$ cat src/design/fupd_pkg.sv
// Package for the file URI percent decoder: constants, escape phase type,
// the result batch struct and the character helper functions. No dependencies.
package fupd_pkg;

    localparam int PREFIX_LEN = 7;
    localparam int MAX_RES    = 7;
    localparam int CNT_W      = $clog2(MAX_RES + 1);
    localparam int TAIL_MAX   = 3;
    localparam int TAIL_W     = $clog2(TAIL_MAX);

    localparam logic [7:0] PCT_CHAR = 8'h25;
    localparam logic [7:0] CHAR_0   = 8'h30;
    localparam logic [7:0] CHAR_9   = 8'h39;
    localparam logic [7:0] CHAR_LA  = 8'h61;
    localparam logic [7:0] CHAR_LF  = 8'h66;
    localparam logic [7:0] CHAR_UA  = 8'h41;
    localparam logic [7:0] CHAR_UF  = 8'h46;

    // Escape decoder phase.
    typedef enum logic [1:0] {
        PH_IDLE  = 2'd0,
        PH_PCT   = 2'd1,
        PH_DIGIT = 2'd2
    } phase_t;

    // All results caused by one input item, first result in the lowest byte.
    typedef struct packed {
        logic [MAX_RES-1:0][7:0] data;
        logic [CNT_W-1:0]        count;
        logic                    fin;
        logic                    bare;
    } batch_t;

    // Characters of the "file://" prefix.
    function automatic logic [7:0] prefix_char(input logic [2:0] idx);
        logic [7:0] c;
        unique case (idx) inside
            3'd0:       c = 8'h66;
            3'd1:       c = 8'h69;
            3'd2:       c = 8'h6c;
            3'd3:       c = 8'h65;
            3'd4:       c = 8'h3a;
            3'd5, 3'd6: c = 8'h2f;
            default:    c = 8'h00;
        endcase
        return c;
    endfunction

    // Hex digit decode: bit 4 is the valid flag, bits 3:0 the digit value.
    function automatic logic [4:0] hex_decode(input logic [7:0] c);
        logic [7:0] d;
        logic       ok;
        d  = 8'h00;
        ok = 1'b0;
        if (c >= CHAR_0 && c <= CHAR_9) begin
            d  = c - CHAR_0;
            ok = 1'b1;
        end else if (c >= CHAR_LA && c <= CHAR_LF) begin
            d  = c - CHAR_LA + 8'd10;
            ok = 1'b1;
        end else if (c >= CHAR_UA && c <= CHAR_UF) begin
            d  = c - CHAR_UA + 8'd10;
            ok = 1'b1;
        end
        return {ok, d[3:0]};
    endfunction

endpackage

$ cat src/design/fupd_core.sv
// Decoder core: prefix match and escape state registers plus the logic that
// turns one input byte into a batch of up to seven results. Uses fupd_pkg.
module fupd_core (
    input  logic            aclk,
    input  logic            aresetn,
    input  logic            advance,
    input  logic [7:0]      in_byte,
    input  logic            in_final,
    output fupd_pkg::batch_t batch
);
    import fupd_pkg::*;

    logic [2:0]  pos_reg, pos_next;
    logic        over_reg, over_next;
    phase_t      phase_reg, phase_next;
    logic [7:0]  held_reg, held_next;

    logic        match;
    logic        is_pct;
    logic [4:0]  hex_b;
    logic [4:0]  hex_h;
    phase_t      ph_in;
    phase_t      ph_after;
    logic [7:0]  held_after;
    logic [TAIL_MAX-1:0][7:0] tail;
    logic [TAIL_W-1:0]        tcnt;
    logic [2:0]  k;
    logic [3:0]  total;
    logic [2:0]  idx;

    assign is_pct = (in_byte == PCT_CHAR);
    assign hex_b  = hex_decode(in_byte);
    assign hex_h  = hex_decode(held_reg);
    assign match  = !over_reg && (pos_reg < 3'(PREFIX_LEN)) && (in_byte == prefix_char(pos_reg));
    assign ph_in  = over_reg ? phase_reg : PH_IDLE;

    // Escape decode of the current byte, including the flush at string end.
    always_comb begin
        ph_after   = PH_IDLE;
        held_after = 8'h00;
        tail       = '0;
        tcnt       = '0;
        unique case (ph_in)
            PH_PCT: begin
                if (hex_b[4]) begin
                    ph_after   = PH_DIGIT;
                    held_after = in_byte;
                end else begin
                    tail[tcnt] = PCT_CHAR;
                    tcnt       = tcnt + 1'b1;
                    if (is_pct) begin
                        ph_after = PH_PCT;
                    end else begin
                        tail[tcnt] = in_byte;
                        tcnt       = tcnt + 1'b1;
                    end
                end
            end
            PH_DIGIT: begin
                if (hex_b[4]) begin
                    tail[tcnt] = {hex_h[3:0], hex_b[3:0]};
                    tcnt       = tcnt + 1'b1;
                end else begin
                    tail[tcnt] = PCT_CHAR;
                    tcnt       = tcnt + 1'b1;
                    tail[tcnt] = held_reg;
                    tcnt       = tcnt + 1'b1;
                    if (is_pct) begin
                        ph_after = PH_PCT;
                    end else begin
                        tail[tcnt] = in_byte;
                        tcnt       = tcnt + 1'b1;
                    end
                end
            end
            default: begin
                if (is_pct) begin
                    ph_after = PH_PCT;
                end else begin
                    tail[tcnt] = in_byte;
                    tcnt       = tcnt + 1'b1;
                end
            end
        endcase
        // A pending escape is emitted as is when the string ends.
        if (in_final) begin
            if (ph_after == PH_PCT) begin
                tail[tcnt] = PCT_CHAR;
                tcnt       = tcnt + 1'b1;
            end else if (ph_after == PH_DIGIT) begin
                tail[tcnt] = PCT_CHAR;
                tcnt       = tcnt + 1'b1;
                tail[tcnt] = held_after;
                tcnt       = tcnt + 1'b1;
            end
        end
    end

    // Next state of the prefix matcher and escape decoder.
    always_comb begin
        pos_next   = pos_reg;
        over_next  = over_reg;
        phase_next = phase_reg;
        held_next  = held_reg;
        if (match) begin
            pos_next = pos_reg + 3'd1;
            if (pos_reg == 3'(PREFIX_LEN - 1)) begin
                over_next = 1'b1;
            end
        end else begin
            over_next  = 1'b1;
            phase_next = ph_after;
            held_next  = held_after;
        end
        if (in_final) begin
            pos_next   = 3'd0;
            over_next  = 1'b0;
            phase_next = PH_IDLE;
            held_next  = 8'h00;
        end
    end

    // Result batch: released prefix bytes followed by the decoded tail.
    always_comb begin
        k     = 3'd0;
        idx   = 3'd0;
        batch = '0;
        if (match) begin
            // A string that ends inside a partial prefix releases it whole.
            if (in_final && pos_reg != 3'(PREFIX_LEN - 1)) begin
                k = pos_reg + 3'd1;
            end
            total = {1'b0, k};
        end else begin
            k     = over_reg ? 3'd0 : pos_reg;
            total = {1'b0, k} + {{(4 - TAIL_W){1'b0}}, tcnt};
        end
        for (int i = 0; i < MAX_RES; i++) begin
            idx = 3'(i) - k;
            if (3'(i) < k) begin
                batch.data[i] = prefix_char(3'(i));
            end else if (!match && idx < 3'(TAIL_MAX)) begin
                batch.data[i] = tail[idx[TAIL_W-1:0]];
            end else begin
                batch.data[i] = 8'h00;
            end
        end
        batch.count = (total > 4'(MAX_RES)) ? CNT_W'(MAX_RES) : total[CNT_W-1:0];
        batch.fin   = in_final;
        batch.bare  = 1'b0;
        // Every string end yields a result, a bare marker if nothing else.
        if (in_final && total == 4'd0) begin
            batch.count = CNT_W'(1);
            batch.bare  = 1'b1;
        end
    end

    // State registers, updated as an item leaves the input register.
    always_ff @(posedge aclk) begin
        if (!aresetn) begin
            pos_reg   <= 3'd0;
            over_reg  <= 1'b0;
            phase_reg <= PH_IDLE;
            held_reg  <= 8'h00;
        end else if (advance) begin
            pos_reg   <= pos_next;
            over_reg  <= over_next;
            phase_reg <= phase_next;
            held_reg  <= held_next;
        end
    end

endmodule

$ cat src/design/fupd_emit.sv
// Result emitter: holds one batch of results and presents them on the
// master stream one per cycle while the receiver is ready. Uses fupd_pkg for the batch struct.
module fupd_emit (
    input  logic             aclk,
    input  logic             aresetn,
    input  fupd_pkg::batch_t batch,
    input  logic             load,
    output logic             list_free,
    output logic             m_tvalid,
    input  logic             m_tready,
    output logic [7:0]       m_tdata,   // out_byte
    output logic             m_tlast,   // string_end
    output logic [1:0]       m_tuser    // has_byte, run_last
);
    import fupd_pkg::*;

    logic [MAX_RES-1:0][7:0] data_reg, data_next;
    logic [CNT_W-1:0]        count_reg, count_next;
    logic                    fin_reg, fin_next;
    logic                    bare_reg, bare_next;
    logic                    take;
    logic                    at_last;

    assign at_last   = (count_reg == CNT_W'(1));
    assign take      = m_tvalid && m_tready;
    assign list_free = (count_reg == '0) || (at_last && m_tready);

    // Output view of the head of the batch.
    assign m_tvalid = (count_reg != '0);
    assign m_tdata  = data_reg[0];
    assign m_tlast  = fin_reg && at_last;
    assign m_tuser  = {at_last, !bare_reg};

    // Load a new batch or shift the taken result out.
    always_comb begin
        data_next  = data_reg;
        count_next = count_reg;
        fin_next   = fin_reg;
        bare_next  = bare_reg;
        if (load) begin
            data_next  = batch.data;
            count_next = batch.count;
            fin_next   = batch.fin;
            bare_next  = batch.bare;
        end else if (take) begin
            data_next  = data_reg >> 8;
            count_next = count_reg - CNT_W'(1);
        end
    end

    always_ff @(posedge aclk) begin
        if (!aresetn) begin
            count_reg <= '0;
        end else begin
            count_reg <= count_next;
        end
    end

    always_ff @(posedge aclk) begin
        data_reg <= data_next;
        fin_reg  <= fin_next;
        bare_reg <= bare_next;
    end

endmodule

$ cat src/design/file_uri_percent_decoder_unit.sv
// File URI percent decoder, top level: input register, decoder core and
// result emitter. Depends on fupd_pkg, fupd_core and fupd_emit.
//
// Usage: the slave stream carries one path byte per item in s_tdata with
// s_tlast on the final byte of a string. A leading "file://" is stripped and
// percent escapes are decoded. The master stream carries result items: the
// byte in m_tdata, m_tuser[0] set when a byte is present (clear on a bare end
// marker), m_tuser[1] set on the last result caused by an input byte, and
// m_tlast on the final result of the string.
// Path: an accepted byte waits in the input register, is decoded by the core,
// and its batch is loaded into the emitter, from which its results are taken.
// Throughput: one byte per cycle while each byte yields at most one result and
// the receiver is ready; a byte that yields more results (up to 7) holds the
// emitter until all are taken, as the emitter delivers one result per ready cycle.
// Reset: aresetn low clears the input register, the emitter and all prefix
// and escape state. When the receiver stalls, the current result holds and
// the input register fills; s_tready then drops until results drain.
module file_uri_percent_decoder_unit (
    input  logic       aclk,
    input  logic       aresetn,
    input  logic       s_tvalid,
    output logic       s_tready,
    input  logic [7:0] s_tdata,   // in_byte
    input  logic       s_tlast,   // is_final
    output logic       m_tvalid,
    input  logic       m_tready,
    output logic [7:0] m_tdata,   // out_byte
    output logic       m_tlast,   // string_end
    output logic [1:0] m_tuser    // has_byte, run_last
);
    import fupd_pkg::*;

    logic       in_valid_reg;
    logic [7:0] in_byte_reg;
    logic       in_final_reg;
    logic       list_free;
    logic       advance;
    batch_t     batch;

    // An item moves on once the emitter can take its whole batch.
    assign advance  = in_valid_reg && list_free;
    assign s_tready = !in_valid_reg || advance;

    // Input register.
    always_ff @(posedge aclk) begin
        if (!aresetn) begin
            in_valid_reg <= 1'b0;
        end else if (s_tvalid && s_tready) begin
            in_valid_reg <= 1'b1;
        end else if (advance) begin
            in_valid_reg <= 1'b0;
        end
    end

    always_ff @(posedge aclk) begin
        if (s_tvalid && s_tready) begin
            in_byte_reg  <= s_tdata;
            in_final_reg <= s_tlast;
        end
    end

    fupd_core u_core (
        .aclk     (aclk),
        .aresetn  (aresetn),
        .advance  (advance),
        .in_byte  (in_byte_reg),
        .in_final (in_final_reg),
        .batch    (batch)
    );

    fupd_emit u_emit (
        .aclk      (aclk),
        .aresetn   (aresetn),
        .batch     (batch),
        .load      (advance),
        .list_free (list_free),
        .m_tvalid  (m_tvalid),
        .m_tready  (m_tready),
        .m_tdata   (m_tdata),
        .m_tlast   (m_tlast),
        .m_tuser   (m_tuser)
    );

endmodule

$ cat config.mk
export PLATFORM = sky130hd
export DESIGN_NAME = file_uri_percent_decoder_unit
export DESIGN_NICKNAME = d
export VERILOG_FILES = /design/src/design/fupd_pkg.sv /design/src/design/fupd_core.sv /design/src/design/fupd_emit.sv /design/src/design/file_uri_percent_decoder_unit.sv
export SDC_FILE = /design/constraint.sdc
export NUM_CORES = 1
export LEC_CHECK = 0
export BUFFER_PORTS_ARGS = -buffer_cell sky130_fd_sc_hd__buf_2
export CORE_ASPECT_RATIO = 0.9
export CORE_MARGIN = 2
export CORE_UTILIZATION = 40
export CTS_BUF_LIST = sky130_fd_sc_hd__clkbuf_8
export DETAILED_ROUTE_END_ITERATION = 16
export HOLD_SLACK_MARGIN = 0.1
export PLACE_DENSITY = 0.56
export SKIP_LAST_GASP = 1
export SLEW_MARGIN = 20
export SYNTH_ARGS = -nofsm -noshare
export SYNTH_HDL_FRONTEND = slang
export SYNTH_SLANG_ARGS = --single-unit
$ cat constraint.sdc
create_clock -name aclk -period 8.33 [get_ports aclk]
set_clock_uncertainty 0.1 [all_clocks]
set_input_delay 0.4165 -clock aclk [delete_from_list [all_inputs] [get_ports aclk]]
set_output_delay 0.4165 -clock aclk [all_outputs]
set_load 0.02 [all_outputs]
; ---- After elaboration in Yosys (flattened, before gate mapping)
; Index checks and enable logic that the tools add are counted.
[totals]
rom_bits = 0
latchBits = 0
input_bits = 13
ram_bits = 0
regBits = 85
memories = 0
[classes]
n_div = 0
magnitude_cmp = 39
bitwise_logic = 3
shifts = 0
reduce_logical = 41
n_eq_ne = 16
addsub = 22
muxes = 91
multipliers = 0
[ops]
columns = operator, n
row1 = two-way mux 8 bit, 30
row2 = binary-select mux 8 bit (select 2 bit), 7
row3 = two-way mux 56 bit, 2
row4 = two-way mux 24 bit, 3
row5 = case mux 7 bit (6 select lines), 1
row6 = demux 8 bit (select 2 bit), 2
row7 = ">= comparator 8 x 7 -> 1 bit, second input constant", 4
row8 = "<= comparator 8 x 7 -> 1 bit, second input constant", 4
row9 = two-way mux 16 bit, 2
row10 = case mux 8 bit (2 select lines), 2
row11 = two-way mux 4 bit, 7
row12 = "< comparator 2 x 3 -> 1 bit, second input constant", 9
row13 = two-way mux 3 bit, 9
row14 = bitwise mux 24 bit, 1
row15 = logical AND 1 bit, 24
row16 = "subtractor 4 x 1 -> 4 bit, second input constant", 6
row17 = two-way mux 2 bit, 11
row18 = "< comparator 3 x 2 -> 1 bit, second input constant", 7
row19 = "adder 4 bit, second input constant", 4
row20 = ">= comparator 8 x 6 -> 1 bit, second input constant", 2
row21 = "<= comparator 8 x 6 -> 1 bit, second input constant", 2
row22 = AND 15 bit, 1
row23 = NOT 15 bit, 1
row24 = two-way mux 1 bit, 12
row25 = 32 further kinds, 59

; ---- Longest topological paths before layout
[logic_depth]
word_depth = 22
ltp_mapped = 21
mapped_depth_nobuf = 19

; ---- By module
; A second synthesis with hierarchy kept.
[hier_totals]
cells_unflattened = 665
area_unflattened_um2 = 6495.0
[modules_own_cells]
columns = mod, area_per_inst_um2, seq_area_each_um2, cells_per_inst, n_inst
row1 = fupd_core, 3428.3, 280.3, 489, 1
row2 = fupd_emit, 2731.4, 1801.7, 161, 1
row3 = file_uri_percent_decoder_unit, 335.3, 290.3, 15, 1

; ---- Worst setup path after synthesis
; OpenSTA, ideal clock, no wires.
[synth_path]
path_type = register to register
startpoint = reg in_byte_reg[1]
endpoint = reg u_emit.count_reg[0]
t_arrival_ns = 3.942
path_stages_with_launch = 17
period_less_slack_ns = 4.215
path_slack_ns = 4.115
path_cell_list = edfxtp_1 -> clkbuf_1 -> inv_1 -> ha_1 -> o21ba_2 -> o21ai_0 -> o211ai_2 -> or2_2 -> ha_1 -> o31ai_1 -> a22oi_1 -> fa_1 -> xor2_1 -> and3b_1 -> o211a_1 -> nor3b_1 -> a311oi_1
[synth_between]
elab_chain_len = 18
elab_cells_between_ends = 40
[synth_lines]
columns = element, line
row1 = start: declaration, file_uri_percent_decoder_unit.sv:34  ; logic [7:0] in_byte_reg;
row2 = start signal: assignment, file_uri_percent_decoder_unit.sv:57  ; in_byte_reg <= s_tdata;
row3 = >= comparator 8 x 7 -> 1 bit / <= comparator 8 x 7 -> 1 bit (equally long branches), fupd_pkg.sv:61  ; end else if (c >= CHAR_UA && c <= CHAR_UF) begin
row4 = logical AND 1 bit, fupd_pkg.sv:61
row5 = two-way mux 1 bit, fupd_pkg.sv:61
row6 = two-way mux 1 bit, fupd_pkg.sv:58  ; end else if (c >= CHAR_LA && c <= CHAR_LF) begin
row7 = two-way mux 1 bit, fupd_pkg.sv:55  ; if (c >= CHAR_0 && c <= CHAR_9) begin
row8 = "two-way mux 2 bit, on equally long branches", "fupd_core.sv:60, fupd_core.sv:45"
row9 = case mux 2 bit (2 select lines), fupd_core.sv:43  ; unique case (ph_in)
row10 = adder 2 x 1 -> 2 bit, "fupd_core.sv:89, fupd_core.sv:92"
row11 = (+2 left out), n/a
row12 = two-way mux 2 bit, fupd_core.sv:87  ; if (ph_after == PH_PCT) begin
row13 = two-way mux 2 bit, fupd_core.sv:86  ; if (in_final) begin
row14 = adder 3 x 2 -> 4 bit, fupd_core.sv:136  ; total = {1'b0, k} + {{(4 - TAIL_W){1'b0}}, tcnt};
row15 = two-way mux 4 bit *, fupd_core.sv:128  ; if (match) begin
row16 = greater-than comparator 4 x 3 -> 1 bit / zero test 4 bit (equally long branches), "fupd_core.sv:148, fupd_core.sv:152"
row17 = two-way mux 3 bit / logical AND 1 bit (equally long branches), "fupd_core.sv:148, fupd_core.sv:152"
row18 = two-way mux 3 bit *, fupd_core.sv:152  ; if (in_final && total == 4'd0) begin
row19 = two-way mux 3 bit *, fupd_emit.sv:40  ; if (load) begin
row20 = end signal: assignment, fupd_emit.sv:55  ; count_reg <= count_next;
row21 = end: declaration, fupd_emit.sv:18  ; logic [CNT_W-1:0] count_reg, count_next;
; Mark *: on every way between the ends. The rest lies on a longest branch, timed or not.
; A chain may end at the register's enable or synchronous reset.

; ---- Worst setup path in the final report
[layout_path]
startpoint = reg u_core.pos_reg[0]
endpoint = reg u_emit.data_reg[52] in the netlist's numbering (data pin)
[layout_between]
elab_chain_len = 12
elab_cells_between_ends = 29
[layout_lines]
columns = element, line
row1 = start: declaration, fupd_core.sv:13  ; logic [2:0] pos_reg, pos_next;
row2 = start signal: assignment, fupd_core.sv:166  ; pos_reg <= pos_next;
row3 = == test 3 bit, fupd_core.sv:34  ; assign match = !over_reg && (pos_reg < 3'(PREFIX_LEN)) && (in_byte == prefix_char(pos_reg));
row4 = OR reduction 2 bit, fupd_pkg.sv:37  ; unique case (idx) inside
row5 = case mux 7 bit (6 select lines), fupd_pkg.sv:37
row6 = == test 8 x 7 -> 1 bit, fupd_core.sv:34
row7 = logical AND 1 bit, fupd_core.sv:34
row8 = two-way mux 3 bit, fupd_core.sv:128
row9 = subtractor 3 bit, fupd_core.sv:139  ; idx = 3'(i) - k;
row10 = < comparator 3 x 2 -> 1 bit / binary-select mux 8 bit (select 2 bit) (equally long branches), "fupd_core.sv:142, fupd_core.sv:143"
row11 = logical AND 1 bit / two-way mux 8 bit (equally long branches), "fupd_core.sv:142, fupd_core.sv:143"
row12 = two-way mux 8 bit, fupd_core.sv:142  ; end else if (!match && idx < 3'(TAIL_MAX)) begin
row13 = two-way mux 8 bit *, fupd_core.sv:140  ; if (3'(i) < k) begin
row14 = two-way mux 56 bit *, fupd_emit.sv:40
row15 = end signal: assignment, fupd_emit.sv:60  ; data_reg <= data_next;
row16 = end: declaration, fupd_emit.sv:17  ; logic [MAX_RES-1:0][7:0] data_reg, data_next;
; Mark *: on every way between the ends. The rest lies on a longest branch, timed or not. The select of a mux whose other input is x is not followed.

==> results.py <==
metrics = {
    "status": {
        "status": "finished, final reports clean",
    },
    "power": {
        "p_sw_uw": 476.8,
        "p_int_uw": 893.4,
        "p_per_area_mw_per_mm2": 202.5,
        "vdd_drop_max_mv": 0.2251,
        "p_seq_share_pct": 49.6,
        "total_leakage_power_uw": 0.002494,
        "clock_power_share_pct": 22.8,
        "switching_share_pct": 34.80,
        "p_comb_share_pct": 27.6,
    },
    "die": {
        "die_area_mm2": 0.01680,
        "core_area_mm2": 0.01544,
        "core.rowCount": 43,
        "die_h_um": 123.2,
        "io_pins": 26,
        "start_util_pct": 40.88,
        "die_x_um": 136.4,
    },
    "run": {
        "drv_cap": 0,
    },
    "worst_setup_path": {
        "r2r_end": "u_emit.data_reg[52]$_SDFFCE_PN0P_",
        "crit_chain": "inv_1 > ha_1 > or4b_1 > nor3_2 > a31o_2 > o2111ai_4 > mux2i_2 > buf_4 > inv_2 > ha_1 > inv_1 > a211o_1 > a21o_1 > nor2_1",
        "critPathSlowestCell": "ha_1",
        "criticalPathCategory": "flip-flop to flip-flop",
        "critPathLaunchType": "flip-flop",
        "worstPathArrival_ns": 5.69,
        "end_kind": "flip-flop",
        "critPathMaxStageDelay_ns": 0.88,
        "ff2ff_setup_slack_ns": 2.79,
        "reg2reg_from": "u_core.pos_reg[0]$_SDFFE_PN0P_",
        "rr_worst_depth": 14,
        "required_ns": 8.48,
        "cp_max_fo": 28,
    },
    "drt": {
        "drc": 0,
        "first_pass_iters": 5,
        "drt-total-wl_um": 19970,
        "drtAntennaViolNets": 0,
        "wl_per_cell_um": 22.02,
        "via_count": 5674,
        "drtIter0Drc": 539,
        "avgViaCountPerCell": 6.256,
    },
    "finish": {
        "layout-drive-gt1-share_pct": 10.21,
        "n_fill_cell": 1485,
        "diodes": 0,
        "largest_reg_flops": 48,
        "num-nets-final": 746,
        "areaGrowthSynthToFinish_pct": 7.215,
    },
    "global_route": {
        "groute.usage.overall_pct": 24.26,
        "top_usage_layer": "met2",
        "grtUsageMet3_pct": 4.141,
        "met2_usage_pct": 36.24,
        "met1_usage_pct": 35.35,
        "grt_max_degree": 62,
        "grt_pass1_vias": 5110,
        "grt_overflow": 0,
        "grt_pass1_wl_um": 30330,
        "antenna_found_initial": 0,
    },
    "placement": {
        "hpwl_um": 14420,
        "dpl_worst_slack_ns": 2.897,
        "io_buffers": 25,
        "place.gp.congestion": 0.9344,
    },
    "clock_network": {
        "cts_tree": "built",
        "clock_sinks": 85,
        "clkTransAtPathRegs_ns": 0.09,
        "clock_latency_ns": 0.39,
        "cts_setup_buffers": 0,
        "ctsHtreeMaxLevel": 3,
        "cts-buffers-inserted": 9,
        "cts-root-buf": "clkbuf_8",
        "cts.path.max_buffers": 2,
    },
    "hold_path": {
        "whs_path_depth": 3,
        "worstHoldEndpoint": "in_valid_reg$_SDFFE_PN0P_",
        "min_path_type": "primary input to flip-flop",
        "min_from": "s_tvalid",
    },
    "sta": {
        "period_minus_slack_ns": 5.540,
        "rsz0062_at_grt": "false",
        "fmax_mhz": 180.5,
        "setup_viol": 0,
        "worst_pin_slew_ns": 0.9851,
        "timing.final.crit_share_pct": 66.50,
        "final-hold-violation-count": 0,
        "slew_headroom_pct": 32.63,
        "fin_tns_setup_ns": 0,
        "finalWorstSetupSlack_ns": 2.790,
        "slew_viol_final": 0,
    },
    "synth": {
        "syn_inst": 700,
        "synth.most_common_cell": "edfxtp_1",
        "synth-edff-count": 67,
        "yosysWarnings": 0,
        "synth_top_area_share_pct": 31.87,
        "syn-mean-instance-area_um2": 9.018,
        "yosys-top-cells-area": "edfxtp_1 32%, ha_1 6.3%, dfxtp_1 5.7%",
        "synth_nets": 746,
        "synth_commonest_cells": "67 x edfxtp_1, 66 x nand2_1, 61 x nor2_1",
        "ys_types": 80,
        "synth_area_mm2": 0.006312,
        "synth.yosys.seq_area_share_pct": 37.58,
        "synthArstFlopShare_pct": 0,
        "ys_ff_latch": 85,
        "yosysTopAreaCell": "edfxtp_1",
        "synth_ff_type": "edfxtp_1",
    },
}
-- layer usage --
metal,up-vias,part of all wire (%)
met1,2749,46
met5,-,0
li1,2638,-
met4,0,2.0
met3,26,8.2
met2,261,44
-- cells by family after synthesis --
group / Yosys count / synth area share, %
xor gates and xnor gates: 11 / 1.526
DFF: 85 / 37.58
adders and majority gates: 33 / 6.660
AOI/OAI and AO/OA: 229 / 26.40
muxes: 19 / 3.251
buffers and inverters: 80 / 5.788
and+or+nand+nor: 243 / 18.79
-- worst max-delay path: cells and delay by family, from the launching register on --
kind,cells,cell delay (ns)
compound gates,4,1.27
fa+ha+maj,2,1.20
buf+inv,4,1.21
flops,1,0.46
mux,1,0.30
simple gates,3,0.82
-- placed cells by master (no fill, tap or decap), types with 11 or more instances in the layout --
| master | count |
|---|---|
| edfxtp_1 | 67 |
| nand2_1 | 66 |
| nor2_1 | 61 |
| o21ai_0 | 44 |
| a21oi_1 | 44 |
| ha_1 | 32 |
| inv_1 | 28 |
| nor3_1 | 26 |
| buf_2 | 25 |
| a211oi_1 | 19 |
| dfxtp_1 | 18 |
| nand3_1 | 16 |
| mux2i_1 | 15 |
| nor2b_1 | 14 |
| o31ai_1 | 12 |
| a22oi_1 | 11 |
-- metrics by stage --
step                      hold slack (ns)  power (µW)  utilization, %  cells  area, µm²
after floorplan                    0.3244       947.0               -    700       6312
after global placement             0.3850        1056           41.97    882       6481
after detailed placement           0.3903        1062           41.97    882       6481
after CTS                          0.1730        1373           43.83    907       6768
after global routing               0.2235        1433           43.83    907       6768
final                              0.1822        1370           43.83    907       6768
-- power by group through the flow --
stage / sequential (µW) / combinational, µW / clock (µW)
after floorplan: 655 / 292 / 0
after global placement: 686 / 369 / 0
after detailed placement: 688 / 374 / 0
after CTS: 679 / 378 / 316
after global routing: 691 / 413 / 329
final: 680 / 378 / 313
-- final cells by class --
class / count / area (µm²) / share of cell area [%]
multi-input cells: 535 / 3578 / 52.87
flip-flops and latches: 85 / 2372 / 35.05
repair buffers: 39 / 252.7 / 3.735
well taps: 202 / 252.7 / 3.735
clock buffers: 9 / 123.9 / 1.830
inverters: 30 / 115.1 / 1.701
clock inverters: 7 / 72.57 / 1.072
-- worst max-delay path by stage --
stage                     slack, ns  depth (start not counted)                            from                           endpoint
after floorplan                4.12                         16        in_byte_reg[1]$_DFFE_PP_   u_emit.count_reg[0]$_SDFFE_PN0P_
after global placement         3.09                         14  u_core.pos_reg[0]$_SDFFE_PN0P_  u_emit.data_reg[52]$_SDFFCE_PN0P_
after detailed placement       2.90                         14  u_core.pos_reg[0]$_SDFFE_PN0P_  u_emit.data_reg[52]$_SDFFCE_PN0P_
after CTS                      2.86                         14  u_core.pos_reg[0]$_SDFFE_PN0P_  u_emit.data_reg[52]$_SDFFCE_PN0P_
after global routing           2.47                         14  u_core.pos_reg[0]$_SDFFE_PN0P_  u_emit.data_reg[54]$_SDFFCE_PN0P_
final                          2.79                         14  u_core.pos_reg[0]$_SDFFE_PN0P_  u_emit.data_reg[52]$_SDFFCE_PN0P_
-- what timing repair did --
item | CTS | global route
hold endpoints to repair | 9 | 0
hold buffers | 9 | 0
gates resized for setup | 0 | 0
(Power assumes the default switching activity.)
